<file path="src/design/usbreq_pkg.sv">
// ---------------------------------------------------------------------------
// usbreq_pkg : shared types and codes for the standard request handler
// Request decode classes, result codes and the front-to-back queue entry.
// ---------------------------------------------------------------------------
package usbreq_pkg;

    localparam logic [1:0] KIND_SETUP = 2'd0;
    localparam logic [1:0] KIND_RESET = 2'd1;
    localparam logic [1:0] KIND_POLL  = 2'd2;

    localparam logic [2:0] ACT_NONE  = 3'd0;
    localparam logic [2:0] ACT_STALL = 3'd1;
    localparam logic [2:0] ACT_ACK   = 3'd2;
    localparam logic [2:0] ACT_REPLY = 3'd3;
    localparam logic [2:0] ACT_DESC  = 3'd4;

    localparam logic [1:0] ST_DEFAULT    = 2'd0;
    localparam logic [1:0] ST_ADDRESSED  = 2'd1;
    localparam logic [1:0] ST_CONFIGURED = 2'd2;

    localparam logic [4:0] RCP_DEVICE    = 5'd0;
    localparam logic [4:0] RCP_INTERFACE = 5'd1;
    localparam logic [4:0] RCP_ENDPOINT  = 5'd2;

    localparam logic [1:0] EPOP_NONE   = 2'd0;
    localparam logic [1:0] EPOP_SET    = 2'd1;
    localparam logic [1:0] EPOP_CLEAR  = 2'd2;
    localparam logic [1:0] EPOP_CONFIG = 2'd3;

    localparam logic [2:0] CFG_OWN_POWER  = 3'd0;
    localparam logic [2:0] CFG_DEVICE_LEN = 3'd1;
    localparam logic [2:0] CFG_CONFIG_LEN = 3'd2;
    localparam logic [2:0] CFG_LANG_LEN   = 3'd3;
    localparam logic [2:0] CFG_STR1_LEN   = 3'd4;
    localparam logic [2:0] CFG_STR2_LEN   = 3'd5;

    localparam int QUEUE_DEPTH = 2;

    typedef enum logic [3:0] {
        OP_IGNORE,
        OP_BUS_RESET,
        OP_POLL,
        OP_GET_STATUS,
        OP_CLEAR_FEATURE,
        OP_SET_FEATURE,
        OP_SET_ADDRESS,
        OP_GET_DESC,
        OP_GET_CONFIG,
        OP_SET_CONFIG,
        OP_GET_IFACE,
        OP_READ_SEGMENT,
        OP_READ_SWITCH,
        OP_READ_BARGRAPH,
        OP_WRITE_BARGRAPH,
        OP_WRITE_SEGMENT
    } op_t;

    // Unknown codes and set interface carry stall_only; the speed query
    // carries speed_query.
    typedef struct packed {
        op_t         op;
        logic        stall_only;
        logic        speed_query;
        logic [4:0]  rcp;
        logic [15:0] value;
        logic        idx_zero;
        logic [3:0]  ep;
        logic [7:0]  data;
        logic [7:0]  desc_len;
        logic [3:0]  desc_id;
        logic        desc_ok;
    } entry_t;

endpackage

</file>
<file path="src/design/usbreq_front.sv">
// ---------------------------------------------------------------------------
// usbreq_front : request classifier
// Decodes one input beat into an operation class and resolves descriptor
// selection and wLength clamping against the length registers.
// ---------------------------------------------------------------------------
module usbreq_front
    import usbreq_pkg::*;
(
    input  logic        clk,
    input  logic        rst_n,
    input  logic        cfg_valid,
    output logic        cfg_ready,
    input  logic [2:0]  cfg_index,
    input  logic [7:0]  cfg_data,
    input  logic [1:0]  kind,
    input  logic [7:0]  request_type,
    input  logic [7:0]  request_code,
    input  logic [15:0] value_word,
    input  logic [15:0] index_word,
    input  logic [15:0] length_word,
    input  logic [7:0]  data_byte,
    output entry_t      entry,
    output logic        own_power
);

    logic       own_power_reg;
    logic [7:0] dev_len_reg, cfg_len_reg, lang_len_reg, str1_len_reg, str2_len_reg;
    logic [7:0] base_len;
    logic [7:0] idx8;

    assign cfg_ready = 1'b1;
    assign own_power = own_power_reg;

    always_ff @(posedge clk or negedge rst_n)
    begin
        if (!rst_n)
        begin
            own_power_reg <= 1'b0;
            dev_len_reg   <= 8'd18;
            cfg_len_reg   <= 8'd39;
            lang_len_reg  <= 8'd4;
            str1_len_reg  <= 8'd0;
            str2_len_reg  <= 8'd0;
        end
        else if (cfg_valid)
        begin
            unique case (cfg_index)
                CFG_OWN_POWER:  own_power_reg <= cfg_data[0];
                CFG_DEVICE_LEN: dev_len_reg   <= cfg_data;
                CFG_CONFIG_LEN: cfg_len_reg   <= cfg_data;
                CFG_LANG_LEN:   lang_len_reg  <= cfg_data;
                CFG_STR1_LEN:   str1_len_reg  <= cfg_data;
                CFG_STR2_LEN:   str2_len_reg  <= cfg_data;
                default: ;
            endcase
        end
    end

    assign idx8 = value_word[7:0];

    always_comb
    begin
        entry             = '0;
        entry.op          = OP_IGNORE;
        entry.rcp         = request_type[4:0];
        entry.value       = value_word;
        entry.idx_zero    = (index_word == 16'd0);
        entry.ep          = index_word[3:0];
        entry.data        = data_byte;
        base_len          = 8'd0;
        entry.desc_ok     = 1'b1;
        unique case (value_word[15:8])
            8'd1: begin entry.desc_id = 4'd0; base_len = dev_len_reg; end
            8'd2: begin entry.desc_id = 4'd1; base_len = cfg_len_reg; end
            8'd3:
            begin
                entry.desc_id = 4'd2 + idx8[3:0];
                if (idx8 == 8'd0)      base_len = lang_len_reg;
                else if (idx8 == 8'd1) base_len = str1_len_reg;
                else if (idx8 == 8'd2) base_len = str2_len_reg;
                else entry.desc_ok = 1'b0;
            end
            8'd4:
            begin
                entry.desc_id = 4'd5;
                base_len      = 8'd9;
                entry.desc_ok = (idx8 == 8'd0);
            end
            8'd5:
            begin
                base_len = 8'd7;
                if (idx8 == 8'd1)      entry.desc_id = 4'd6;
                else if (idx8 == 8'd4) entry.desc_id = 4'd7;
                else if (idx8 == 8'd6) entry.desc_id = 4'd8;
                else entry.desc_ok = 1'b0;
            end
            default: entry.desc_ok = 1'b0;
        endcase
        entry.desc_len = ({8'd0, base_len} > length_word) ? length_word[7:0] : base_len;

        unique case (kind)
            KIND_RESET: entry.op = OP_BUS_RESET;
            KIND_POLL:  entry.op = OP_POLL;
            KIND_SETUP:
            begin
                unique case (request_code)
                    8'h00: entry.op = OP_GET_STATUS;
                    8'h01: entry.op = OP_CLEAR_FEATURE;
                    8'h03: entry.op = OP_SET_FEATURE;
                    8'h05: entry.op = OP_SET_ADDRESS;
                    8'h06: entry.op = OP_GET_DESC;
                    8'h08: entry.op = OP_GET_CONFIG;
                    8'h09: entry.op = OP_SET_CONFIG;
                    8'h0A: entry.op = OP_GET_IFACE;
                    8'hD4: entry.op = OP_READ_SEGMENT;
                    8'hD6: entry.op = OP_READ_SWITCH;
                    8'hD7: entry.op = OP_READ_BARGRAPH;
                    8'hD8: entry.op = OP_WRITE_BARGRAPH;
                    8'hD9: entry.speed_query = 1'b1;
                    8'hDB: entry.op = OP_WRITE_SEGMENT;
                    default: entry.stall_only = 1'b1;
                endcase
            end
            default: entry.op = OP_IGNORE;
        endcase
    end

endmodule

</file>
<file path="src/design/usbreq_queue.sv">
// ---------------------------------------------------------------------------
// usbreq_queue : two-entry queue between classifier and executor
// Registered FIFO; full and empty from a fill count.
// ---------------------------------------------------------------------------
module usbreq_queue
    import usbreq_pkg::*;
(
    input  logic   clk,
    input  logic   rst_n,
    input  logic   push,
    input  entry_t push_entry,
    output logic   full,
    input  logic   pop,
    output logic   not_empty,
    output entry_t head
);

    entry_t     slot_reg [QUEUE_DEPTH];
    logic       wr_ptr_reg, rd_ptr_reg;
    logic [1:0] count_reg;

    assign full      = (count_reg == 2'(QUEUE_DEPTH));
    assign not_empty = (count_reg != 2'd0);
    assign head      = slot_reg[rd_ptr_reg];

    always_ff @(posedge clk)
    begin
        if (push)
        begin
            slot_reg[wr_ptr_reg] <= push_entry;
        end
    end

    always_ff @(posedge clk or negedge rst_n)
    begin
        if (!rst_n)
        begin
            wr_ptr_reg <= 1'b0;
            rd_ptr_reg <= 1'b0;
            count_reg  <= 2'd0;
        end
        else
        begin
            if (push) wr_ptr_reg <= ~wr_ptr_reg;
            if (pop)  rd_ptr_reg <= ~rd_ptr_reg;
            count_reg <= count_reg + 2'(push) - 2'(pop);
        end
    end

endmodule

</file>
<file path="src/design/usbreq_back.sv">
// ---------------------------------------------------------------------------
// usbreq_back : request executor
// Holds device state, wakeup, halt flags and vendor bytes; builds the result
// beat into an output register.
// ---------------------------------------------------------------------------
module usbreq_back
    import usbreq_pkg::*;
(
    input  logic        clk,
    input  logic        rst_n,
    input  logic        head_valid,
    input  entry_t      head,
    output logic        pop,
    input  logic        own_power,
    output logic        out_valid,
    input  logic        out_stall,
    output logic [2:0]  action,
    output logic [1:0]  reply_len,
    output logic [7:0]  reply_low,
    output logic [7:0]  reply_high,
    output logic [3:0]  descriptor_id,
    output logic [7:0]  descriptor_len,
    output logic [6:0]  new_address,
    output logic        address_pending,
    output logic [1:0]  endpoint_op,
    output logic [3:0]  endpoint_num,
    output logic [1:0]  device_state_out
);

    logic [1:0] state_reg, state_next;
    logic       wake_reg, wake_next;
    logic [2:0] halt_reg, halt_next;
    logic [7:0] bar_reg, bar_next, seg_reg, seg_next, sw_reg, sw_next;
    logic       valid_reg;

    logic [2:0] act;
    logic [1:0] rlen;
    logic [7:0] rlo;
    logic [3:0] did;
    logic [7:0] dlen;
    logic [6:0] addr;
    logic       apend;
    logic [1:0] epop;
    logic [3:0] epn;
    logic       hb_ok;
    logic [1:0] hb;
    logic [7:0] dev_word;
    logic       is_set;

    assign pop       = head_valid && (!valid_reg || !out_stall);
    assign out_valid = valid_reg;

    always_comb
    begin
        hb_ok = 1'b1;
        hb    = 2'd0;
        unique case (head.ep)
            4'd1: hb = 2'd0;
            4'd4: hb = 2'd1;
            4'd6: hb = 2'd2;
            default: hb_ok = 1'b0;
        endcase
    end

    always_comb
    begin
        state_next = state_reg;
        wake_next  = wake_reg;
        halt_next  = halt_reg;
        bar_next   = bar_reg;
        seg_next   = seg_reg;
        sw_next    = sw_reg;
        act = ACT_NONE; rlen = 2'd0; rlo = 8'd0; did = 4'd0; dlen = 8'd0;
        addr = 7'd0; apend = 1'b0; epop = EPOP_NONE; epn = 4'd0;
        dev_word = {6'd0, wake_reg, own_power};
        is_set   = (head.op == OP_SET_FEATURE);
        if (head.stall_only)
        begin
            act = ACT_STALL;
        end
        else if (head.speed_query)
        begin
            act = ACT_REPLY; rlen = 2'd1;
        end
        else
        begin
            unique case (head.op)
                OP_IGNORE, OP_BUS_RESET:
                begin
                    if (head.op == OP_BUS_RESET)
                    begin
                        state_next = ST_DEFAULT;
                        wake_next  = 1'b0;
                    end
                end
                OP_POLL:
                begin
                    act = ACT_REPLY; rlen = 2'd1; rlo = sw_reg;
                    sw_next = sw_reg + 8'd1;
                end
                OP_GET_STATUS:
                begin
                    act = ACT_STALL;
                    if (state_reg == ST_ADDRESSED)
                    begin
                        if (head.idx_zero && head.rcp == RCP_DEVICE)
                        begin
                            act = ACT_REPLY; rlen = 2'd2; rlo = dev_word;
                        end
                        else if (head.idx_zero && head.rcp == RCP_ENDPOINT)
                        begin
                            act = ACT_REPLY; rlen = 2'd2;
                        end
                    end
                    else if (state_reg == ST_CONFIGURED)
                    begin
                        if (head.rcp == RCP_DEVICE)
                        begin
                            act = ACT_REPLY; rlen = 2'd2; rlo = dev_word;
                        end
                        else if (head.rcp == RCP_ENDPOINT)
                        begin
                            if (head.ep == 4'd0)
                            begin
                                act = ACT_REPLY; rlen = 2'd2;
                            end
                            else if (hb_ok)
                            begin
                                act = ACT_REPLY; rlen = 2'd2;
                                rlo = {7'd0, halt_reg[hb]};
                            end
                        end
                        else if (head.rcp == RCP_INTERFACE && head.idx_zero)
                        begin
                            act = ACT_REPLY; rlen = 2'd2;
                        end
                    end
                end
                OP_CLEAR_FEATURE, OP_SET_FEATURE:
                begin
                    if (state_reg == ST_ADDRESSED)
                    begin
                        act = ACT_ACK;
                        if (!head.idx_zero) act = ACT_STALL;
                        else if (head.rcp == RCP_DEVICE)
                        begin
                            if (head.value != 16'd1) act = ACT_STALL;
                            else wake_next = is_set;
                        end
                        else if (head.rcp == RCP_ENDPOINT && head.value == 16'd0)
                            act = ACT_STALL;
                    end
                    else if (state_reg == ST_CONFIGURED)
                    begin
                        act = ACT_ACK;
                        if (head.rcp == RCP_DEVICE)
                        begin
                            if (head.value != 16'd1) act = ACT_STALL;
                            else wake_next = is_set;
                        end
                        else if (head.rcp == RCP_ENDPOINT)
                        begin
                            if (head.value != 16'd0 || !hb_ok) act = ACT_STALL;
                            else
                            begin
                                halt_next[hb] = is_set;
                                epop = is_set ? EPOP_SET : EPOP_CLEAR;
                                epn  = head.ep;
                            end
                        end
                    end
                end
                OP_SET_ADDRESS:
                begin
                    addr  = head.value[6:0];
                    state_next = (addr != 7'd0) ? ST_ADDRESSED : ST_DEFAULT;
                    act   = ACT_ACK;
                    apend = 1'b1;
                end
                OP_GET_DESC:
                begin
                    if (head.desc_ok)
                    begin
                        act = ACT_DESC; did = head.desc_id; dlen = head.desc_len;
                    end
                    else act = ACT_STALL;
                end
                OP_GET_CONFIG:
                begin
                    if (state_reg == ST_ADDRESSED)
                    begin
                        act = ACT_REPLY; rlen = 2'd1;
                    end
                    else if (state_reg == ST_CONFIGURED)
                    begin
                        act = ACT_REPLY; rlen = 2'd1; rlo = 8'd1;
                    end
                    else act = ACT_STALL;
                end
                OP_SET_CONFIG:
                begin
                    act = ACT_STALL;
                    if (state_reg != ST_DEFAULT && head.value == 16'd1)
                    begin
                        act = ACT_ACK;
                        if (state_reg == ST_ADDRESSED)
                        begin
                            state_next = ST_CONFIGURED;
                            halt_next  = 3'd0;
                            epop       = EPOP_CONFIG;
                        end
                    end
                    else if (state_reg != ST_DEFAULT && head.value == 16'd0)
                    begin
                        act = ACT_ACK;
                        state_next = ST_ADDRESSED;
                    end
                end
                OP_GET_IFACE:
                begin
                    if (state_reg == ST_CONFIGURED && head.idx_zero)
                    begin
                        act = ACT_REPLY; rlen = 2'd1;
                    end
                    else act = ACT_STALL;
                end
                OP_READ_SEGMENT:  begin act = ACT_REPLY; rlen = 2'd1; rlo = seg_reg; end
                OP_READ_SWITCH:   begin act = ACT_REPLY; rlen = 2'd1; rlo = sw_reg; end
                OP_READ_BARGRAPH: begin act = ACT_REPLY; rlen = 2'd1; rlo = bar_reg; end
                OP_WRITE_BARGRAPH: begin bar_next = head.data; act = ACT_ACK; end
                OP_WRITE_SEGMENT:  begin seg_next = head.data; act = ACT_ACK; end
                default: ;
            endcase
        end
    end

    always_ff @(posedge clk)
    begin
        if (pop)
        begin
            action           <= act;
            reply_len        <= rlen;
            reply_low        <= rlo;
            reply_high       <= 8'd0;
            descriptor_id    <= did;
            descriptor_len   <= dlen;
            new_address      <= addr;
            address_pending  <= apend;
            endpoint_op      <= epop;
            endpoint_num     <= epn;
            device_state_out <= state_next;
        end
    end

    always_ff @(posedge clk or negedge rst_n)
    begin
        if (!rst_n)
        begin
            state_reg <= ST_DEFAULT;
            wake_reg  <= 1'b0;
            halt_reg  <= 3'd0;
            bar_reg   <= 8'd0;
            seg_reg   <= 8'd0;
            sw_reg    <= 8'd0;
            valid_reg <= 1'b0;
        end
        else
        begin
            if (pop)
            begin
                state_reg <= state_next;
                wake_reg  <= wake_next;
                halt_reg  <= halt_next;
                bar_reg   <= bar_next;
                seg_reg   <= seg_next;
                sw_reg    <= sw_next;
                valid_reg <= 1'b1;
            end
            else if (!out_stall)
            begin
                valid_reg <= 1'b0;
            end
        end
    end

endmodule

</file>
<file path="src/design/usb_standard_request_handler.sv">
// ---------------------------------------------------------------------------
// usb_standard_request_handler : chapter 9 request handler top level
// A classifier takes one beat per cycle into a two-entry queue while
// in_stall is low; the executor retires one beat per cycle into an output
// register while out_stall is low. Sustained rate is one item per cycle
// when neither side stalls. An accepted beat passes through a queue slot
// and then the output register. Configuration is always ready.
module usb_standard_request_handler
    import usbreq_pkg::*;
(
    input  logic        clk,
    input  logic        rst_n,
    input  logic        cfg_valid,
    output logic        cfg_ready,
    input  logic [2:0]  cfg_index,
    input  logic [7:0]  cfg_data,
    input  logic        in_valid,
    output logic        in_stall,
    input  logic [1:0]  kind,
    input  logic [7:0]  request_type,
    input  logic [7:0]  request_code,
    input  logic [15:0] value_word,
    input  logic [15:0] index_word,
    input  logic [15:0] length_word,
    input  logic [7:0]  data_byte,
    output logic        out_valid,
    input  logic        out_stall,
    output logic [2:0]  action,
    output logic [1:0]  reply_len,
    output logic [7:0]  reply_low,
    output logic [7:0]  reply_high,
    output logic [3:0]  descriptor_id,
    output logic [7:0]  descriptor_len,
    output logic [6:0]  new_address,
    output logic        address_pending,
    output logic [1:0]  endpoint_op,
    output logic [3:0]  endpoint_num,
    output logic [1:0]  device_state_out
);

    entry_t entry, head;
    logic   full, not_empty, pop, own_power;

    assign in_stall = full;

    usbreq_front u_front (
        .clk, .rst_n, .cfg_valid, .cfg_ready, .cfg_index, .cfg_data,
        .kind, .request_type, .request_code, .value_word, .index_word,
        .length_word, .data_byte, .entry, .own_power
    );

    usbreq_queue u_queue (
        .clk, .rst_n, .push(in_valid && !full), .push_entry(entry), .full,
        .pop, .not_empty, .head
    );

    usbreq_back u_back (
        .clk, .rst_n, .head_valid(not_empty), .head, .pop, .own_power,
        .out_valid, .out_stall, .action, .reply_len, .reply_low, .reply_high,
        .descriptor_id, .descriptor_len, .new_address, .address_pending,
        .endpoint_op, .endpoint_num, .device_state_out
    );

endmodule

</file>
<file path="config.mk">
export PLATFORM = sky130hd
export DESIGN_NAME = usb_standard_request_handler
export DESIGN_NICKNAME = d
export VERILOG_FILES = /design/src/design/usbreq_pkg.sv /design/src/design/usbreq_front.sv /design/src/design/usbreq_queue.sv /design/src/design/usbreq_back.sv /design/src/design/usb_standard_request_handler.sv
export SDC_FILE = /design/constraint.sdc
export NUM_CORES = 1
export LEC_CHECK = 0
export BUFFER_PORTS_ARGS = -buffer_cell sky130_fd_sc_hd__buf_2
export CAP_MARGIN = 20
export CORE_AREA = 4 4 144 146
export CTS_BUF_LIST = sky130_fd_sc_hd__clkbuf_8
export CTS_CLUSTER_SIZE = 28
export DETAILED_ROUTE_END_ITERATION = 8
export DIE_AREA = 0 0 148 150
export PLACE_DENSITY = 0.86
export SLEW_MARGIN = 0
export SYNTH_ARGS = -nofsm -noshare
export SYNTH_HDL_FRONTEND = slang
export SYNTH_SLANG_ARGS = --single-unit
</file>
<file path="constraint.sdc">
create_clock -name clk -period 3.51 [get_ports clk]
set_input_delay 0.351 -clock clk [delete_from_list [all_inputs] [get_ports clk]]
set_output_delay 0.351 -clock clk [all_outputs]
set_load 0.02 [all_outputs]
</file>
==> results.yml, run 1 <==
final_layout:
  nNetsFinal: 1083
  finish.utilization_pct: 62.8
  drive_above_1_share_pct: 29.7
  largest_reg_flops: 106
  synthToLayoutAreaGrowth_pct: 17.0
  antenna_cells: 0
clock_tree:
  root_buffer: "clkbuf_8"
  postCtsSetupBuffers: 0
  cts.htree.levels: 2
  clock_latency_ns: 0.52
  cts_sinks: 223
  clk_pin_slew_ns: 0.06
  numCtsBuffers: 36
  cts_tree: "yes"
  max-clock-path-buffers: 3
sta:
  setup_tns_ns: 0
  finalWorstSetupSlack_ns: 0.326
  fin_hold_ws_ns: 0.0333
  tightest_slew_ns: 0.970
  period_minus_slack_ns: 3.18
  final-setup-viol-count: 0
  fmax_ghz: 0.314
  finalHoldViolCount: 0
  slew_headroom_pct: 34.7
  fin_worst_skew_ns: 0.0262
  period_share_pct: 90.7
  slew_violations: 0
  rsz0062_at_grt: "false"
setup_path:
  worst_r2r_path_depth: 5
  cp_max_fo: 8
  critPathLaunchType: "input pin"
  critPathKind: "in -> reg"
  startpoint: "value_word[4]"
  endpoint_kind: "flip-flop"
  required_ns: 3.77
  arrival_ns: 3.45
  r2r-start: "u_queue.rd_ptr_reg$_DFFE_PN0P_"
run_status:
  status: "finished, final reports clean"
synth:
  synth_area_leaders: "edfxtp_1, dfrtp_1, mux2_2"
  syn-instance-count: 800
  synth_area_sq_um: 10400
  synth_edf_count: 147
  synth_most_common_cell: "edfxtp_1"
  synth_seq_cells: 223
  yosys_warnings: 0
  synth.top_cells.by_count: "edfxtp_1, nor2_1, dfrtp_1"
  yosysTopAreaCellShare_pct: 42.4
  synth_largest_area_cell: "edfxtp_1"
  ys_types: 79
  avgSynthCellArea_sq_um: 13.0
  synthArstFlopShare_pct: 34.1
  ys_seq_area_share_pct: 60.7
  synth_ff_type: "edfxtp_1"
grt:
  grt_pass1_wl_um: 36900
  grt_pass1_vias: 7385
  grt-ovfl-total: 0
  grt_max_degree: 77
  grt.total_usage_pct: 20.8
  antenna_found_initial: 0
routing:
  antenna_left: 0
  drt-vias-per-instance: 5.73
  route.detailed.wl_per_inst_um: 18.2
  remaining_drc_errors: 0
  dr.pass1.iters: 6
  drt_iter0_drc: 596
  totalWireLength_um: 23100
  num_vias: 7270
floorplanning:
  io_pins: 142
  start_util_pct: 53.7
  rows: 51
  die-height_um: 150
  core_area_sq_um: 19400
  dieArea_sq_um: 22200
  die_x_um: 148
power_and_ir_drop:
  powerDensity_nw_per_um2: 687
  power_frac_comb_pct: 27.5
  ir_drop_mv: 0.399
  leakage_nw: 4.90
  intPower_mw: 5.54
  p_sw_mw: 2.82
  pwr-share-seq_pct: 47.5
  p_clk_share_pct: 25.0
  p_sw_share_pct: 33.7
worst_hold_path:
  whs_path_depth: 1
  hp-class: "in -> reg"
  hold_start: "data_byte[2]"
placed_design:
  place_congestion: 0.896
  post-place-ws_ns: -0.249
  io_buffers: 129
  dp_hpwl_um: 16600
run:
  maxCapViolCount: 0
==> placed cells by master (no fill, tap or decap), types with 5 or more instances in the layout <==
master and instances:
mux2_2 58, dlygate4sd3_1 5, a22oi_1 11, nor2b_1 7, a21oi_1 42, xnor2_1 9
o22ai_1 6, nor3b_1 5, nand2_1 35, inv_1 33, o21ai_0 30, mux2i_1 37
and3_1 6, nor3_1 12, clkbuf_8 39, ha_1 17, a222oi_1 7, a211oi_1 8
nand2b_1 9, nor4_1 14, nor2_1 89, clkinv_2 7, a221o_1 5, edfxtp_1 147
dfrtp_1 68, buf_2 128, dfstp_2 7, a22o_1 5, nand3_1 20, conb_1 10
buf_4 27
==> power by group through the flow <==
stage                     sequential, mW  combinational (mW)  clock, mW
after floorplan                     4.10                1.52          0
after global placement              3.99                2.22          0
after detailed placement            4.02                2.29          0
after CTS                           3.97                2.30       2.15
after global routing                4.04                2.50       2.26
final                               3.97                2.30       2.09
==> worst max-delay path: stages <==
cell and delay (ns):
buf_2 0.11, or4_1 0.65, nor3_1 0.31, nand2_1 0.09, nor2_1 0.10, buf_4 0.16, a211o_1 0.16, ha_1 0.25
nor2b_1 0.14, o21a_1 0.16, o21a_1 0.15, o21ai_0 0.27, a31oi_4 0.20, mux2_2 0.32
==> logic make-up (layout without fill, tap and decap cells) <==
group / after synthesis / count (layout) / synth area share, %
xor gates and xnor gates: 13 / 13 / 1.09
DFF: 223 / 223 / 60.7
muxes: 99 / 99 / 10.5
buffers and inverters: 50 / 246 / 2.61
AOI/OAI and AO/OA: 157 / 157 / 10.7
adders and majority gates: 17 / 17 / 2.04
other: 2 / 10 / 0.0721
and+or+nand+nor: 239 / 239 / 12.2
==> area by class of cell <==
type	instances	area, sq um
clock inverters	27	145
flip-flops and latches	223	6330
well taps	265	332
inverters	20	75.1
repair buffers	160	893
clock buffers	39	537
fillers	1492	7220
multi-input cells	535	3870
==> worst paths after layout <==
path,to,slack [ns]
max reg2reg,u_back.reply_len[1]$_SDFFCE_PP0P_,0.50
min reg2reg,u_back.sw_reg[7]$_DFFE_PN0P_,0.49
min,u_queue.slot_reg[0][15]$_DFFE_PP_,0.03
max,u_queue.slot_reg[0][6]$_DFFE_PP_,0.33
max in group asynchronous,u_queue.rd_ptr_reg$_DFFE_PN0P_,2.26
min in group asynchronous,u_front.str1_len_reg[2]$_DFFE_PN0P_,0.53
==> repair_timing <==
item	CTS	global route
hold buffers	5	0
endpoints found under the setup margin	0	14
endpoints found under the hold margin	39	0
gates resized for setup	0	1
==> through the flow <==
step | area (sq um) | power (mW) | instances
6_report | 12200 | 8.37 | 1269
5_1_grt | 12200 | 8.81 | 1269
4_1_cts | 12200 | 8.43 | 1269
3_5_place_dp | 11400 | 6.31 | 1198
3_3_place_gp | 11400 | 6.21 | 1198
2_1_floorplan | 10400 | 5.62 | 808
==> routing by layer <==
metal	global-route usage (%)	share of wire, %	up-vias
met5	0	0	-
met4	7.02	2.2	0
met3	3.85	6.7	46
met2	35.6	50	287
met1	26.8	41	3525
li1	-	-	3412
No activity file was read; power rests on OpenSTA's default activity.
==> inputs of run 2 (changes only) <==
--- a/config.mk
+++ b/config.mk
@@ -7,13 +7,16 @@
 export LEC_CHECK = 0
 export BUFFER_PORTS_ARGS = -buffer_cell sky130_fd_sc_hd__buf_2
 export CAP_MARGIN = 20
-export CORE_AREA = 4 4 144 146
+export CELL_PAD_IN_SITES_DETAIL_PLACEMENT = 1
+export CELL_PAD_IN_SITES_GLOBAL_PLACEMENT = 1
+export CORE_AREA = 4 4 164 166
 export CTS_BUF_LIST = sky130_fd_sc_hd__clkbuf_8
 export CTS_CLUSTER_SIZE = 28
 export DETAILED_ROUTE_END_ITERATION = 8
-export DIE_AREA = 0 0 148 150
+export DIE_AREA = 0 0 168 170
 export PLACE_DENSITY = 0.86
 export SLEW_MARGIN = 0
 export SYNTH_ARGS = -nofsm -noshare
 export SYNTH_HDL_FRONTEND = slang
+export SYNTH_HIERARCHICAL = 1
 export SYNTH_SLANG_ARGS = --single-unit
==> run 2 against run 1 <==
Routed wire length increased by 31%. Clock power increased by 16%. Clock skew rose by 0.0012 ns. Sequential cell count unchanged. Sequential share of layout area decreased by 3.4 points. Utilization decreased by 12 points. Critical path depth down 6. Register-to-register slack lost 0.21 ns. Worst hold slack worse by 0.014 ns. Maximum frequency fell by 1.0%. Global-route usage down 0.23 points. Clock-buffer cell count increased by 7. Highest routed layer unchanged.
==> results.yml, run 2 <==
run_status:
  status: "finished, final reports clean"
setup_path:
  critPathKind: "reg -> reg"
  cpPeakStageDelay_ns: 0.54
  cp_slowest_cell: "nor4_2"
  path_cells: "buf_12 > buf_4 > mux2_4 > nor4_2 > o2111ai_1 > nor4_4 > o221ai_1 > o2bb2ai_1"
  required_ns: 3.94
  cp_max_fo: 19
  arrival_ns: 3.64
  endpoint_kind: "flip-flop"
  critPathLaunchType: "flip-flop"
clock_tree:
  hold_buffers: 9
  numCtsBuffers: 40
  max-clock-path-buffers: 3
  cts_sinks: 223
  cts.htree.levels: 2
  cts_tree: "yes"
  postCtsSetupBuffers: 0
  clock_latency_ns: 0.55
  clk_pin_slew_ns: 0.06
  root_buffer: "clkbuf_8"
  cts_resized: 0
routing:
  drt-vias-per-instance: 5.66
  route.detailed.wl_per_inst_um: 22.4
  num_vias: 7637
  totalWireLength_um: 30200
  dr.pass1.iters: 6
  drt_iter0_drc: 647
  remaining_drc_errors: 0
  antenna_left: 0
sta:
  setup_tns_ns: 0
  fmax_ghz: 0.311
  period_share_pct: 91.6
  slew_headroom_pct: 37.6
  slew_violations: 0
  tightest_slew_ns: 0.928
  period_minus_slack_ns: 3.22
  fin_worst_skew_ns: 0.0274
  final-setup-viol-count: 0
  rsz0062_at_grt: "false"
  finalHoldViolCount: 0
  fin_hold_ws_ns: 0.0192
final_layout:
  final_common_cell: "edfxtp_1"
  final_area_sq_um: 13000
  nNetsFinal: 1089
  drive_above_1_share_pct: 34.6
  final_cell_mix: "edfxtp_1, buf_2, dfrtp_1, nor2_1, mux2_4"
  synthToLayoutAreaGrowth_pct: 15.2
  finish.utilization_pct: 50.8
  largest_reg_flops: 106
synth:
  ys_types: 87
  synth_most_common_cell: "edfxtp_1"
  avgSynthCellArea_sq_um: 13.4
  syn-instance-count: 841
  synth_edf_count: 147
  synth.top_cells.by_count: "edfxtp_1, dfrtp_1, nor2_1"
  synth_area_leaders: "edfxtp_1, dfrtp_1, mux2_4"
  synth_largest_area_cell: "edfxtp_1"
  yosys_warnings: 6
  synth_ff_type: "edfxtp_1"
  synth_area_sq_um: 11300
  synthArstFlopShare_pct: 34.1
  yosysTopAreaCellShare_pct: 39.1
  synth_seq_cells: 223
  ys_seq_area_share_pct: 56.0
run:
  maxCapViolCount: 0
grt:
  grt-ovfl-total: 0
  grt_pass1_wl_um: 46600
  grt_max_degree: 54
  grt_pass1_vias: 8365
  grt.total_usage_pct: 20.5
  antenna_found_initial: 1
power_and_ir_drop:
  powerDensity_nw_per_um2: 718
  intPower_mw: 6.15
  total_power_mw: 9.35
  power_frac_comb_pct: 32.2
  p_clk_share_pct: 26.0
  p_sw_mw: 3.20
  pwr-share-seq_pct: 41.8
  ir_drop_mv: 0.359
  leakage_nw: 5.28
  p_sw_share_pct: 34.2
floorplanning:
  core_area_sq_um: 25600
  start_util_pct: 44.1
  io_pins: 142
  rows: 59
  die_x_um: 168
  dieArea_sq_um: 28600
  die-height_um: 170
placed_design:
  io_buffers: 129
  dp_hpwl_um: 21100
  place_congestion: 0.886
  dpl_cell_area_sq_um: 12100
worst_hold_path:
  hp-class: "in -> reg"
-- run 2: changes by cell type in the layout (fill, tap and decap cells not counted), moves of 16 or more --
cell,change
and2_1,+16
o21ai_0,-22
mux2i_1,-26
mux2_4,+48
nor2_1,-36
a21oi_1,-17
mux2_1,+18
-- run 2: power by group through the flow --
stage | clock network (mW) | registers (mW) | logic, mW
2_1_floorplan | 0 | 4.04 | 2.04
3_3_place_gp | 0 | 3.88 | 2.82
3_5_place_dp | 0 | 3.95 | 2.96
4_1_cts | 2.48 | 3.91 | 3.00
5_1_grt | 2.63 | 3.97 | 3.22
6_report | 2.43 | 3.91 | 3.01
-- run 2: critical path: cells and delay by family, from the launching register on --
kind | cells | cell delay [ns]
buf+inv | 2 | 0.40
compound gates | 3 | 0.77
simple gates | 2 | 1.07
flops | 1 | 0.52
mux | 1 | 0.34
-- run 2: worst paths after layout --
path                                                 from                                 end  slack, ns  cells after the start
min reg2reg                 u_back/bar_reg[5]$_DFFE_PN0P_       u_back/bar_reg[5]$_DFFE_PN0P_       0.48                      1
min                                          data_byte[0]   u_queue/slot_reg[0][13]$_DFFE_PP_       0.02                      1
min in group asynchronous                           rst_n  u_front/cfg_len_reg[4]$_DFFE_PN0P_       0.22                      2
max                        u_queue/rd_ptr_reg$_DFFE_PN0P_      u_back/halt_reg[0]$_DFFE_PN0P_       0.29                      8
max reg2reg                u_queue/rd_ptr_reg$_DFFE_PN0P_      u_back/halt_reg[0]$_DFFE_PN0P_       0.29                      8
max in group asynchronous                           rst_n  u_front/cfg_len_reg[5]$_DFFE_PN1P_       2.43                      4
-- run 2: metrics by stage --
stage,cells,worst slack (ns)
after floorplan,849,0.0953
after global placement,1263,0.176
after detailed placement,1263,0.00234
after CTS,1345,0.383
after global routing,1349,0.218
final,1349,0.294
-- run 2: routing by layer --
layer / track usage [%] / part of all wire (%)
met1: 25.8 / 41
met2: 34.5 / 50
met3: 4.18 / 5.8
met4: 9.14 / 3.4
met5: 0 / 0
-- run 2: final cells by class --
cell class	instances	area (sq um)
Multi-Input combinational cell	528	4380
Sequential cell	223	6330
Timing Repair Buffer	168	1000
Clock buffer	46	633
Tap cell	335	419
Inverter	21	78.8
Clock inverter	27	176
Antenna cell	1	2.50
Fill cell	2626	12600
-- run 2: logic make-up (layout without fill, tap and decap cells) --
logic type,count (synthesis),in the layout,share of synthesized area [%]
mux,123,123,13.8
flops,223,223,56.0
xor+xnor,12,12,1.06
compound gates,142,142,9.28
simple gates,224,224,12.4
fa+ha+maj,17,17,1.88
other cells,2,11,0.0665
buf+inv,98,262,5.60
==> inputs of run 3 (changes only) <==
--- a/config.mk
+++ b/config.mk
@@ -14,7 +14,7 @@
 export CTS_CLUSTER_SIZE = 28
 export DETAILED_ROUTE_END_ITERATION = 8
 export DIE_AREA = 0 0 168 170
-export PLACE_DENSITY = 0.86
+export PLACE_DENSITY = 0.87
 export SLEW_MARGIN = 0
 export SYNTH_ARGS = -nofsm -noshare
 export SYNTH_HDL_FRONTEND = slang
==> run 3 against run 2 <==
Non-clock buffer count decreased by 8. Clock skew rose by 0.012 ns. Maximum frequency down 0.59%. Worst hold slack better by 0.0077 ns. Sequential share of layout area increased by 0.36 points. Routed wire length down 2.7%. Sequential power about the same. Critical path type is now in -> reg. Clock-buffer cell count stayed put. Final cell count down 0.74%. Critical endpoint is now u_queue/slot_reg[1][12]$_DFFE_PP_. Register-to-register slack barely moved.
==> results.yml, run 3 (synthesized netlist as in run 2, its figures left out) <==
routing:
  dr.pass1.iters: 4
  route.detailed.wl_per_inst_um: 22.0
  dr_wl_met2_um: 14700
  drt-vias-per-instance: 5.62
  wl_met1_um: 11900
  antenna_left: 0
  drt_iter0_drc: 567
  top_layer_used: "met5"
  num_vias: 7522
  wl_met3_um: 1710
  totalWireLength_um: 29400
  remaining_drc_errors: 0
setup_path:
  r2r_slack_ns: 0.30
  critPathLaunchType: "input pin"
  endpoint_kind: "flip-flop"
  critPathKind: "in -> reg"
  worst_r2r_path_depth: 10
  reg2reg_to: "u_queue/slot_reg[1][12]$_DFFE_PP_"
  arrival_ns: 3.64
  required_ns: 3.92
  cp_max_fo: 8
  r2r-start: "u_front/str2_len_reg[1]$_DFFE_PN0P_"
placed_design:
  post-place-ws_ns: -0.0907
  place_congestion: 0.888
  dp_hpwl_um: 20300
  io_buffers: 129
  dpl_cell_area_sq_um: 12100
power_and_ir_drop:
  powerDensity_nw_per_um2: 719
  leakage_nw: 5.25
  ir_drop_mv: 0.368
  total_power_mw: 9.30
floorplanning:
  die_x_um: 168
  start_util_pct: 44.1
  core_area_sq_um: 25600
  dieArea_sq_um: 28600
  die-height_um: 170
  rows: 59
  io_pins: 142
worst_hold_path:
  hp-class: "in -> reg"
  hold_start: "value_word[13]"
  whs_path_depth: 1
  whs_endpoint: "u_queue/slot_reg[1][39]$_DFFE_PP_"
clock_tree:
  cts_sinks: 223
  cts_tree: "yes"
  clk_pin_slew_ns: 0.06
  clock_latency_ns: 0.54
  postCtsSetupBuffers: 0
  cts.htree.levels: 2
  root_buffer: "clkbuf_8"
  numCtsBuffers: 39
  max-clock-path-buffers: 3
final_layout:
  synthToLayoutAreaGrowth_pct: 14.4
  final_area_sq_um: 12900
  seqCellArea_sq_um: 6330
  nNetsFinal: 1080
  drive_above_1_share_pct: 34.7
  finish.utilization_pct: 50.5
  largest_reg_flops: 106
  multi_input_area_sq_um: 4380
  num-fill-cells: 2664
  final_common_cell: "edfxtp_1"
  final_cell_mix: "edfxtp_1, buf_2, dfrtp_1, nor2_1, mux2_4"
sta:
  final-setup-viol-count: 0
  fmax_ghz: 0.309
  finalWorstSetupSlack_ns: 0.275
  rsz0062_at_grt: "false"
  tightest_slew_ns: 0.985
  fin_worst_skew_ns: 0.0390
  slew_headroom_pct: 34.1
  finalHoldViolCount: 0
  slew_violations: 0
  period_share_pct: 92.2
  period_minus_slack_ns: 3.23
run:
  maxCapViolCount: 0
grt:
  grt_pass1_wl_um: 45500
  grt.total_usage_pct: 20.0
  antenna_found_initial: 5
  grt-ovfl-total: 0
  grt_pass1_vias: 8057
  grt_max_degree: 54
run_status:
  status: "finished, final reports clean"
## run 3: repair_timing
item                                   CTS  global route
hold buffers                             5             0
endpoints found under the hold margin   37             0
gates resized for setup                  0             0
## run 3: power by group
part | total [mW] | internal, mW | switching [mW]
clock | 2.43 | 1.35 | 1.08
sequential | 3.90 | 3.61 | 0.298
combinational | 2.96 | 1.18 | 1.79
## run 3: worst max-delay path: stages
cell and delay, ns:
buf_2 0.12, or4_4 0.60, nor4_4 0.32, buf_4 0.23
a221oi_1 0.12, nor2_1 0.16, ha_1 0.29, a211oi_1 0.27
a311oi_1 0.16, o211a_1 0.35, o31ai_1 0.46, buf_4 0.21
## run 3: final cells by class
class                           instances  area share, %
Sequential cell                       223           48.9
Multi-Input combinational cell        528           33.9
Timing Repair Buffer                  160           7.09
Clock buffer                           46           4.90
Tap cell                              335           3.24
Clock inverter                         25           1.31
Inverter                               21          0.610
Antenna cell                            1         0.0194
## run 3: worst max path at each step
stage,start,end,slack [ns]
floorplan,value_word[5],u_queue/slot_reg[0][10]$_DFFE_PP_,0.1
global placement,value_word[5],u_queue/slot_reg[1][12]$_DFFE_PP_,0.05
detailed placement,value_word[5],u_queue/slot_reg[0][12]$_DFFE_PP_,-0.09
CTS,value_word[5],u_queue/slot_reg[1][12]$_DFFE_PP_,0.35
global route,u_front/str2_len_reg[1]$_DFFE_PN0P_,u_queue/slot_reg[1][12]$_DFFE_PP_,0.15
finish,value_word[5],u_queue/slot_reg[1][12]$_DFFE_PP_,0.28
## run 3: through the flow
stage          cells  setup TNS [ns]  hold slack [ns]
2_1_floorplan    849               0           0.0554
3_3_place_gp    1262               0            0.464
3_5_place_dp    1262          -0.181            0.470
4_1_cts         1338               0          0.00178
5_1_grt         1339               0          0.00715
6_report        1339               0           0.0269
## run 3: routing by layer
metal	GRT usage, %	vias to the layer above
met5	0	-
met1	25.1	3765
met4	7.83	8
met3	4.30	79
met2	34.1	261
li1	-	3409
